File: src/hdl/slab_bitmap_allocator_assert.svh
// assertion macros for the slab bitmap allocator
// expects signals named clk and rst in the including scope
`ifndef SLAB_BITMAP_ALLOCATOR_ASSERT_SVH
`define SLAB_BITMAP_ALLOCATOR_ASSERT_SVH

// same-cycle implication, off while in reset
`define SBA_ASSERT_IMPLY(label, ante, cons) \
  label: assert property (@(posedge clk) disable iff (rst) (ante) |-> (cons)) \
    else $error("sba assertion failed");

// next-cycle implication, off while in reset
`define SBA_ASSERT_NEXT(label, ante, cons) \
  label: assert property (@(posedge clk) disable iff (rst) (ante) |=> (cons)) \
    else $error("sba assertion failed");

`endif

File: src/hdl/sba_pkg.sv
// shared types, constants and helpers of the slab bitmap allocator
// no dependencies
`default_nettype none

package sba_pkg;

  localparam int ADDR_W    = 64;
  localparam int SIZE_W    = 13;
  localparam int STATUS_W  = 2;
  localparam int WORD_BITS = 32;
  localparam int BIT_W     = 5;
  localparam int CFG_IDX_W = 1;

  localparam logic [SIZE_W-1:0] SIZE_RESET = 13'd8;

  typedef logic [WORD_BITS-1:0] word_t;

  typedef enum logic [CFG_IDX_W-1:0] {
    REG_REGION_BASE = 1'b0,
    REG_SLOT_SIZE   = 1'b1
  } cfg_reg_t;

  typedef enum logic {
    OP_ALLOC = 1'b0,
    OP_FREE  = 1'b1
  } op_t;

  typedef enum logic [STATUS_W-1:0] {
    STATUS_OK    = 2'd0,
    STATUS_FULL  = 2'd1,
    STATUS_RANGE = 2'd2
  } status_t;

  // a size of zero behaves as one
  function automatic logic [SIZE_W-1:0] eff_size(input logic [SIZE_W-1:0] s);
    eff_size = (s == '0) ? SIZE_W'(1) : s;
  endfunction

  // position of the lowest clear bit; word must have one
  function automatic logic [BIT_W-1:0] lowest_clear(input word_t w);
    word_t inv;
    word_t low;
    logic [BIT_W-1:0] pos;
    inv = ~w;
    low = inv & (~inv + word_t'(1));
    pos = '0;
    for (int i = 0; i < WORD_BITS; i++) begin
      if (low[i]) begin
        pos = pos | BIT_W'(i);
      end
    end
    lowest_clear = pos;
  endfunction

endpackage

`default_nettype wire

File: src/hdl/sba_ram.sv
// generic single write port, single read port ram with registered read
// no dependencies
`default_nettype none

module sba_ram #(
  parameter int WIDTH = 32,
  parameter int DEPTH = 16,
  parameter int AW    = (DEPTH > 1) ? $clog2(DEPTH) : 1
) (
  input  logic             clk,
  input  logic             we,
  input  logic [AW-1:0]    waddr,
  input  logic [WIDTH-1:0] wdata,
  input  logic             re,
  input  logic [AW-1:0]    raddr,
  output logic [WIDTH-1:0] rdata
);

  logic [WIDTH-1:0] mem [DEPTH];

  // write port
  always_ff @(posedge clk) begin
    if (we) begin
      mem[waddr] <= wdata;
    end
  end

  // registered read port
  always_ff @(posedge clk) begin
    if (re) begin
      rdata <= mem[raddr];
    end
  end

endmodule

`default_nettype wire

File: src/hdl/sba_front.sv
// request front end: range check of frees and a two-entry request queue
// depends on sba_pkg
`default_nettype none

module sba_front #(
  parameter int MAP_WORDS = 16
) (
  input  logic                      clk,
  input  logic                      rst,
  input  logic                      push,
  input  logic                      op,
  input  logic [sba_pkg::ADDR_W-1:0] address,
  output logic                      full,
  input  logic [sba_pkg::ADDR_W-1:0] region_base,
  input  logic [sba_pkg::SIZE_W-1:0] slot_size,
  output logic                      q_valid,
  input  logic                      q_pop,
  output logic                      q_op,
  output logic                      q_range_err,
  output logic [sba_pkg::SIZE_W + ((MAP_WORDS > 1) ? $clog2(MAP_WORDS) : 1)
                + sba_pkg::BIT_W - 1:0] q_offset
);

  import sba_pkg::*;

  localparam int WORD_W = (MAP_WORDS > 1) ? $clog2(MAP_WORDS) : 1;
  localparam int IDX_W  = WORD_W + BIT_W;
  localparam int DIV_W  = SIZE_W + IDX_W;
  localparam int NOBJ   = MAP_WORDS * WORD_BITS;

  // one past the last object's offset, follows the size register
  logic [DIV_W-1:0] limit;

  assign limit = DIV_W'(eff_size(slot_size)) * DIV_W'(NOBJ);

  // classify the incoming word
  logic [ADDR_W-1:0] offset;
  logic              below;
  logic              range_err;

  always_comb begin
    offset    = address - region_base;
    below     = address < region_base;
    range_err = (op == OP_FREE) && (below || (offset >= ADDR_W'(limit)));
  end

  // two-entry request queue
  logic             e_op   [2];
  logic             e_err  [2];
  logic [DIV_W-1:0] e_off  [2];
  logic             wr_ptr;
  logic             rd_ptr;
  logic [1:0]       count;
  logic             do_push;
  logic             do_pop;

  assign full    = (count == 2'd2);
  assign q_valid = (count != 2'd0);
  assign do_push = push && !full;
  assign do_pop  = q_pop && q_valid;

  assign q_op        = e_op[rd_ptr];
  assign q_range_err = e_err[rd_ptr];
  assign q_offset    = e_off[rd_ptr];

  always_ff @(posedge clk) begin
    if (do_push) begin
      e_op[wr_ptr]  <= op;
      e_err[wr_ptr] <= range_err;
      e_off[wr_ptr] <= offset[DIV_W-1:0];
    end
  end

  // queue pointers and fill count
  always_ff @(posedge clk) begin
    if (rst) begin
      wr_ptr <= 1'b0;
      rd_ptr <= 1'b0;
      count  <= 2'd0;
    end else begin
      if (do_push) begin
        wr_ptr <= !wr_ptr;
      end
      if (do_pop) begin
        rd_ptr <= !rd_ptr;
      end
      case ({do_push, do_pop})
        2'b10:   count <= count + 2'd1;
        2'b01:   count <= count - 2'd1;
        default: count <= count;
      endcase
    end
  end

endmodule

`default_nettype wire

File: src/hdl/sba_back.sv
// request back end: bitmap word scan, free-index divider, address multiply
// depends on sba_pkg and sba_ram
`default_nettype none

module sba_back #(
  parameter int MAP_WORDS = 16
) (
  input  logic                      clk,
  input  logic                      rst,
  input  logic                      q_valid,
  output logic                      q_pop,
  input  logic                      q_op,
  input  logic                      q_range_err,
  input  logic [sba_pkg::SIZE_W + ((MAP_WORDS > 1) ? $clog2(MAP_WORDS) : 1)
                + sba_pkg::BIT_W - 1:0] q_offset,
  input  logic [sba_pkg::ADDR_W-1:0] region_base,
  input  logic [sba_pkg::SIZE_W-1:0] slot_size,
  input  logic                      pop,
  output logic                      empty,
  output logic [sba_pkg::ADDR_W-1:0] object_address,
  output logic [sba_pkg::STATUS_W-1:0] status
);

  import sba_pkg::*;

  localparam int WORD_W = (MAP_WORDS > 1) ? $clog2(MAP_WORDS) : 1;
  localparam int IDX_W  = WORD_W + BIT_W;
  localparam int PROD_W = SIZE_W + IDX_W;
  localparam int CNT_W  = $clog2(IDX_W + 1);
  localparam logic [WORD_W-1:0] WORD_LAST = WORD_W'(MAP_WORDS - 1);

  typedef enum logic [2:0] {
    B_IDLE,
    B_SCAN,
    B_MUL,
    B_ADD,
    B_DIV,
    B_FREE_RD,
    B_FREE_WR
  } state_t;

  state_t              state;
  logic [WORD_W-1:0]   wcnt;
  logic [SIZE_W-1:0]   rem;
  logic [IDX_W-1:0]    quo;
  logic [CNT_W-1:0]    cnt;
  logic [PROD_W-1:0]   prod;
  logic                res_valid;
  logic [ADDR_W-1:0]   res_addr;
  status_t             res_status;
  logic [MAP_WORDS-1:0] map_valid;
  logic                rd_valid;

  // bitmap ram ports
  logic              re;
  logic [WORD_W-1:0] raddr;
  logic              we;
  logic [WORD_W-1:0] waddr;
  word_t             wdata;
  word_t             rdata;

  sba_ram #(
    .WIDTH (WORD_BITS),
    .DEPTH (MAP_WORDS),
    .AW    (WORD_W)
  ) u_map (
    .clk   (clk),
    .we    (we),
    .waddr (waddr),
    .wdata (wdata),
    .re    (re),
    .raddr (raddr),
    .rdata (rdata)
  );

  assign empty          = !res_valid;
  assign object_address = res_addr;
  assign status         = res_status;

  // word as read, never-written words read as clear
  word_t             map_word;
  logic              has_clear;
  logic [BIT_W-1:0]  bit_sel;
  logic [SIZE_W-1:0] size_e;

  always_comb begin
    map_word  = rd_valid ? rdata : '0;
    has_clear = ~&map_word;
    bit_sel   = lowest_clear(map_word);
    size_e    = eff_size(slot_size);
  end

  // one restoring divide step
  logic [SIZE_W:0]   div_try;
  logic              div_ge;
  logic [SIZE_W:0]   div_diff;
  logic [SIZE_W-1:0] rem_next;
  logic [IDX_W-1:0]  quo_next;

  always_comb begin
    div_try  = {rem, quo[IDX_W-1]};
    div_ge   = div_try >= {1'b0, size_e};
    div_diff = div_try - {1'b0, size_e};
    rem_next = div_ge ? div_diff[SIZE_W-1:0] : div_try[SIZE_W-1:0];
    quo_next = {quo[IDX_W-2:0], div_ge};
  end

  // queue pop and ram control
  always_comb begin
    q_pop = (state == B_IDLE) && q_valid && !res_valid;
    re    = 1'b0;
    raddr = wcnt;
    we    = 1'b0;
    waddr = wcnt;
    wdata = map_word | (word_t'(1) << bit_sel);
    unique case (state)
      B_IDLE: begin
        if (q_pop && (q_op == OP_ALLOC)) begin
          re    = 1'b1;
          raddr = '0;
        end
      end
      B_SCAN: begin
        if (has_clear) begin
          we = 1'b1;
        end else if (wcnt != WORD_LAST) begin
          re    = 1'b1;
          raddr = WORD_W'(wcnt + 1'b1);
        end
      end
      B_FREE_RD: begin
        re    = 1'b1;
        raddr = quo[IDX_W-1:BIT_W];
      end
      B_FREE_WR: begin
        we    = 1'b1;
        waddr = quo[IDX_W-1:BIT_W];
        wdata = map_word & ~(word_t'(1) << quo[BIT_W-1:0]);
      end
      default: begin
      end
    endcase
  end

  // sequencer with result register
  always_ff @(posedge clk) begin
    if (rst) begin
      state     <= B_IDLE;
      res_valid <= 1'b0;
      map_valid <= '0;
      rd_valid  <= 1'b0;
    end else begin
      if (pop && res_valid) begin
        res_valid <= 1'b0;
      end
      if (re) begin
        rd_valid <= map_valid[raddr];
      end
      if (we) begin
        map_valid[waddr] <= 1'b1;
      end
      unique case (state)
        B_IDLE: begin
          if (q_pop) begin
            if (q_op == OP_ALLOC) begin
              wcnt  <= '0;
              state <= B_SCAN;
            end else if (q_range_err) begin
              res_addr   <= '0;
              res_status <= STATUS_RANGE;
              res_valid  <= 1'b1;
            end else begin
              rem   <= q_offset[PROD_W-1:IDX_W];
              quo   <= q_offset[IDX_W-1:0];
              cnt   <= CNT_W'(IDX_W - 1);
              state <= B_DIV;
            end
          end
        end
        B_SCAN: begin
          if (has_clear) begin
            quo   <= {wcnt, bit_sel};
            state <= B_MUL;
          end else if (wcnt == WORD_LAST) begin
            res_addr   <= '0;
            res_status <= STATUS_FULL;
            res_valid  <= 1'b1;
            state      <= B_IDLE;
          end else begin
            wcnt <= WORD_W'(wcnt + 1'b1);
          end
        end
        B_MUL: begin
          prod  <= PROD_W'(size_e) * PROD_W'(quo);
          state <= B_ADD;
        end
        B_ADD: begin
          res_addr   <= region_base + ADDR_W'(prod);
          res_status <= STATUS_OK;
          res_valid  <= 1'b1;
          state      <= B_IDLE;
        end
        B_DIV: begin
          rem <= rem_next;
          quo <= quo_next;
          if (cnt == '0) begin
            state <= B_FREE_RD;
          end else begin
            cnt <= cnt - 1'b1;
          end
        end
        B_FREE_RD: begin
          state <= B_FREE_WR;
        end
        B_FREE_WR: begin
          res_addr   <= '0;
          res_status <= STATUS_OK;
          res_valid  <= 1'b1;
          state      <= B_IDLE;
        end
        default: begin
          state <= B_IDLE;
        end
      endcase
    end
  end

endmodule

`default_nettype wire

File: src/hdl/slab_bitmap_allocator.sv
// top level of the slab bitmap allocator: config registers, front and back
// depends on sba_pkg, sba_front, sba_back and the assertion header
//
// Requests come in as words on push/full: op 0 allocates the lowest free
// object, op 1 frees the object holding address. Each request gives one
// result word on empty/pop: object_address and status (0 ok, 1 slab full,
// 2 free address out of range). Results leave in request order.
// region_base (index 0) and the slot size (index 1) are written on the
// cfg_valid/cfg_ready channel, which is always ready; write them only
// while no request is in flight.
// With the back end idle, an allocate reads the bitmap words in turn (1 to
// MAP_WORDS, one per cycle), then does a multiply and an add; a full slab
// gives its result once all MAP_WORDS words are read. A free runs the one
// bit per cycle divider over IDX_W = clog2(MAP_WORDS) + 5 quotient bits,
// then a bitmap read-modify-write; an out of range free skips both and
// sets its result from the idle state. One at a time.
// A two-entry request queue keeps taking words while a result waits; when
// the receiver stalls, the back end holds its single result and the queue
// fills, then full rises. Reset empties both sides, marks every object
// free and loads region_base 0, slot size 8.
`default_nettype none

module slab_bitmap_allocator #(
  parameter int MAP_WORDS = 16
) (
  input  logic                          clk,
  input  logic                          rst,
  input  logic                          push,
  output logic                          full,
  input  logic                          op,
  input  logic [sba_pkg::ADDR_W-1:0]    address,
  output logic                          empty,
  input  logic                          pop,
  output logic [sba_pkg::ADDR_W-1:0]    object_address,
  output logic [sba_pkg::STATUS_W-1:0]  status,
  input  logic                          cfg_valid,
  output logic                          cfg_ready,
  input  logic [sba_pkg::CFG_IDX_W-1:0] cfg_index,
  input  logic [sba_pkg::ADDR_W-1:0]    cfg_data
);

  import sba_pkg::*;

  `include "slab_bitmap_allocator_assert.svh"

  localparam int WORD_W = (MAP_WORDS > 1) ? $clog2(MAP_WORDS) : 1;
  localparam int DIV_W  = SIZE_W + WORD_W + BIT_W;

  // configuration registers
  logic [ADDR_W-1:0] region_base;
  logic [SIZE_W-1:0] slot_size;

  assign cfg_ready = 1'b1;

  always_ff @(posedge clk) begin
    if (rst) begin
      region_base <= '0;
      slot_size   <= SIZE_RESET;
    end else if (cfg_valid && cfg_ready) begin
      case (cfg_index)
        REG_REGION_BASE: region_base <= cfg_data;
        REG_SLOT_SIZE:   slot_size   <= cfg_data[SIZE_W-1:0];
        default: begin
        end
      endcase
    end
  end

  // request queue between front and back
  logic             q_valid;
  logic             q_pop;
  logic             q_op;
  logic             q_range_err;
  logic [DIV_W-1:0] q_offset;

  sba_front #(
    .MAP_WORDS (MAP_WORDS)
  ) u_front (
    .clk         (clk),
    .rst         (rst),
    .push        (push),
    .op          (op),
    .address     (address),
    .full        (full),
    .region_base (region_base),
    .slot_size   (slot_size),
    .q_valid     (q_valid),
    .q_pop       (q_pop),
    .q_op        (q_op),
    .q_range_err (q_range_err),
    .q_offset    (q_offset)
  );

  sba_back #(
    .MAP_WORDS (MAP_WORDS)
  ) u_back (
    .clk            (clk),
    .rst            (rst),
    .q_valid        (q_valid),
    .q_pop          (q_pop),
    .q_op           (q_op),
    .q_range_err    (q_range_err),
    .q_offset       (q_offset),
    .region_base    (region_base),
    .slot_size      (slot_size),
    .pop            (pop),
    .empty          (empty),
    .object_address (object_address),
    .status         (status)
  );

  // back end starts a request only with its result slot free
  `SBA_ASSERT_IMPLY(a_start_slot_free, q_pop, q_valid && empty)
  // a failed request or a free never returns an address
  `SBA_ASSERT_IMPLY(a_fail_zero_addr, !empty && (status != STATUS_OK), object_address == '0)
  // one result slot: a taken result leaves it empty in the next cycle
  `SBA_ASSERT_NEXT(a_pop_drains, pop && !empty, empty)

endmodule

`default_nettype wire

File: config.mk
export PLATFORM = sky130hd
export DESIGN_NAME = slab_bitmap_allocator
export DESIGN_NICKNAME = d
export VERILOG_FILES = /design/src/hdl/sba_pkg.sv /design/src/hdl/sba_ram.sv /design/src/hdl/sba_front.sv /design/src/hdl/sba_back.sv /design/src/hdl/slab_bitmap_allocator.sv
export VERILOG_INCLUDE_DIRS = /design/src /design/src/hdl
export SDC_FILE = /design/constraint.sdc
export NUM_CORES = 2
export LEC_CHECK = 0
export BUFFER_PORTS_ARGS = -buffer_cell sky130_fd_sc_hd__buf_2
export CORE_MARGIN = 2
export CORE_UTILIZATION = 60
export DETAILED_ROUTE_END_ITERATION = 16
export PLACE_DENSITY = 0.88
export SLEW_MARGIN = 30
export SYNTH_ARGS = -nofsm -noshare
export SYNTH_HDL_FRONTEND = slang
export SYNTH_SLANG_ARGS = --single-unit
File: constraint.sdc
create_clock -name clk -period 9.4 [get_ports clk]
set_clock_uncertainty 0.05 [all_clocks]
set_input_delay 0.47 -clock clk [delete_from_list [all_inputs] [get_ports clk]]
set_output_delay 0.47 -clock clk [all_outputs]
set_load 0.02 [all_outputs]
==> reports/qor.txt <==
Synth Register Bits -> 813
Mapped Cells -> 3,979
run status -> finished clean
WL final -> 118,000 um
syn avg cell area -> 11.0 um^2
first-pass GRT wire length -> 180,000 um
Placed Cells -> 5,000
drt first pass iters -> 8
via count of the routed design -> 33,500
Fmax -> 0.148 GHz
fin cells -> 5,158
arrival time worst endpoint -> 7230 ps
GRT Util Overall -> 31.1%
Setup-failing EPs final -> 0
Sequential Area -> 23,400 um^2
Max FO, Critical Path -> 9
CP endpoint kind -> flip-flop
CTS tree -> built
area grow syn2layout -> 11.5%
chip width -> 274 um
# IOs -> 204
CTS max path bufs -> 3
Initial DRC Count -> 3,947
worst slew pin tran -> 1060 ps
number of distinct library cells after synthesis -> 85
Hold WC Path Type -> primary input to flip-flop
H-tree levels -> 3
largest net degree at the start of global routing -> 163
Final HPWL DP -> 76,200 um
P per Cell Area -> 261 nW/um^2
Die H -> 274 um
fillers -> 5,005
cell area after synthesis -> 43,900 um^2
ys async rst share -> 0%
core area -> 72,700 um^2
GRT overflow -> 0
max-slew violation count -> 0
ys flop type -> edfxtp_1
full die area -> 75,300 um^2
startpoint types -> flip-flop
CTS buffer count -> 82
Tcrit/Tclk final -> 72.1%
Post-synth EDFFs -> 710
number of global-route vias before repair -> 32,300
clock root cell -> clkbuf_16
nets -> 4,504
Clk Latency, worst-skew pair -> 670 ps
drt via density -> 6.49
CP required -> 9850 ps
CTS Sinks -> 813
WL/cell -> 22.9 um
Peak supply drop -> 0.310 mV
PortBufs -> 202
CTS clk-pin slew, worst paths -> 60 ps
DRC violations left -> 0
Multi-input gate area -> 19,000 um^2
Post-CTS Setup Bufs -> 0
Detail Route Antenna Nets -> 0
Final Hold Viols -> 0
RSZ-0062 raised after global routing -> false
num rows -> 99
syn_nets -> 4,352
slew margin rel. -> 29.2%
Tmin final -> 6770 ps
Setup CP Type -> flip-flop to flip-flop
Starting Density -> 60.4%
GP Congestion -> 1.04
Ys Warns -> 0
Max Cap Viol -> 0
Setup TNS -> 0 ps
initial antenna violation count -> 0
ratio of cells with drive above 1 in the final layout -> 11.9%
sequential area share after synthesis -> 53.3%
Leakage Power -> 0.0181 uW
## cell usage after synthesis (all sizes together) (6+ instances only)
cell | count | area share [%]
o31ai | 12 | 0.21
o221ai | 7 | 0.14
nor2b | 29 | 0.41
o311ai | 8 | 0.16
inv | 239 | 2.0
o32ai | 9 | 0.18
mux2i | 179 | 4.1
and2 | 116 | 1.7
nor4 | 23 | 0.41
o22ai | 15 | 0.21
fa | 81 | 3.7
buf | 48 | 0.66
a22oi | 7 | 0.12
nor3 | 73 | 0.83
nor4b | 7 | 0.18
nor2 | 237 | 2.0
nand2b | 36 | 0.51
a21boi | 11 | 0.19
dfxtp | 103 | 4.7
o31a | 6 | 0.12
nand2 | 545 | 4.7
a21oi | 278 | 3.2
o21a | 33 | 0.56
ha | 157 | 4.5
a31oi | 56 | 0.80
or3 | 29 | 0.41
o21bai | 15 | 0.26
a211oi | 132 | 2.3
or4 | 8 | 0.14
clkbuf | 161 | 1.4
a21o | 45 | 0.77
nor3b | 6 | 0.10
edfxtp | 710 | 49
xor2 | 27 | 0.54
nand4 | 54 | 0.78
mux4 | 33 | 1.7
nand3 | 71 | 0.81
or2 | 6 | 0.086
a311oi | 37 | 0.74
o211ai | 38 | 0.65
and3 | 28 | 0.40
o21ai | 144 | 1.6
xnor2 | 45 | 0.90
o2111ai | 8 | 0.16
## state kept, by name, indices dropped and copies added (netlist names), 9 cells and up, named ones only
name	flops
u_back.prod	22
u_front.e_off	44
region_base	64
u_back.rem	13
u_back.quo	9
slot_size	13
u_back.map_valid	16
u_back.object_address	64
u_back.u_map.mem	512
u_back.u_map.rdata	32
## what timing repair did
action / 4_1_cts / 5_1_grt
endpoints found under the hold margin: 5 / 0
hold buffers: 4 / 0
endpoints found under the setup margin: 0 / 0
resized for setup: 0 / 0
## critical path, cell delays in order, from the launching register on
cell and delay [ps]:
dfxtp_1 480, inv_1 200, nand4_1 140, nor4_1 50
a31oi_1 560, inv_1 270, ha_1 260, inv_1 70
fa_1 410, fa_1 560, inv_1 60, fa_1 530
inv_1 50, fa_1 520, inv_1 40, ha_1 320
a21boi_0 150, o21ai_0 240, a21boi_0 150, o21ai_0 250
a21oi_1 130, o21ai_0 370, a211oi_1 180, or4_1 500
nand3_1 80
## cells in the final DEF, fill, tap and decap left out, drive strengths merged, types with 38 or more instances in the layout
cell type  count
edfxtp       710
nand2        545
a21oi        278
buf          273
inv          247
nor2         237
mux2i        179
ha           157
o21ai        144
a211oi       132
and2         116
dfxtp        103
clkbuf        94
fa            81
nor3          73
nand3         71
a31oi         56
nand4         54
a21o          45
xnor2         45
o211ai        38
## cells by family after synthesis
logic type      after synthesis  share of synthesized area (%)
compound gates              907                           13.4
mux                         216                           5.88
other cells                   1                        0.00854
xor+xnor                     72                           1.44
buf+inv                     448                           4.08
simple gates               1284                           13.8
flops                       813                           53.3
fa+ha+maj                   238                           8.17
## layout make-up
class                      instances  share of cell area [%]
clock inverter                    57                    1.47
sequential                       813                    47.8
timing repair buffer             277                    3.34
inverter                         239                    1.83
clock buffer                      94                    4.31
antenna                            1                 0.00511
tap                              959                    2.45
multi-input combinational       2718                    38.8
## path summary, 6_finish.rpt
| check | start | to | slack [ps] | depth (start not counted) |
|---|---|---|---|---|
| worst min register to register | slot_size[0]$_SDFFE_PP0P_ | slot_size[0]$_SDFFE_PP0P_ | 420 | 2 |
| worst max-delay path | slot_size[7]$_SDFFE_PP0P_ | u_back.prod[20]$_DFFE_PP_ | 2630 | 24 |
| worst max register to register | slot_size[7]$_SDFFE_PP0P_ | u_back.prod[20]$_DFFE_PP_ | 2630 | 24 |
| worst min-delay path | cfg_data[34] | region_base[34]$_SDFFE_PP0P_ | 20 | 3 |
## report_power, final
group | switching (uW) | total [uW] | internal (uW)
clock | 1470 | 3420 | 1950
sequential | 309 | 4840 | 4530
combinational | 2900 | 4540 | 1640
total | 4670 | 12800 | 8120
## stage by stage
step / power (uW) / hold WS (ps) / instance area [um^2] / util (%) / worst slack [ps]
after floorplan: 8090 / 382 / 43900 / - / 2010
after global placement: 9120 / 392 / 46000 / 63.2 / 2940
after detailed placement: 9290 / 400 / 46000 / 63.2 / 2800
after CTS: 12700 / 0.871 / 48800 / 67.2 / 2730
after global routing: 13400 / 3.89 / 48900 / 67.3 / 2120
final: 12800 / 20.0 / 48900 / 67.3 / 2630
## layer usage
| layer | up-vias | part of all wire (%) | track usage [%] |
|---|---|---|---|
| li1 | 14900 | - | - |
| met1 | 16000 | 37 | 39.0 |
| met2 | 2165 | 48 | 52.0 |
| met3 | 416 | 10 | 5.85 |
| met4 | 0 | 5.1 | 14.8 |
| met5 | - | 0 | 0 |
Note: power is estimated with default switching activity, not from simulation.
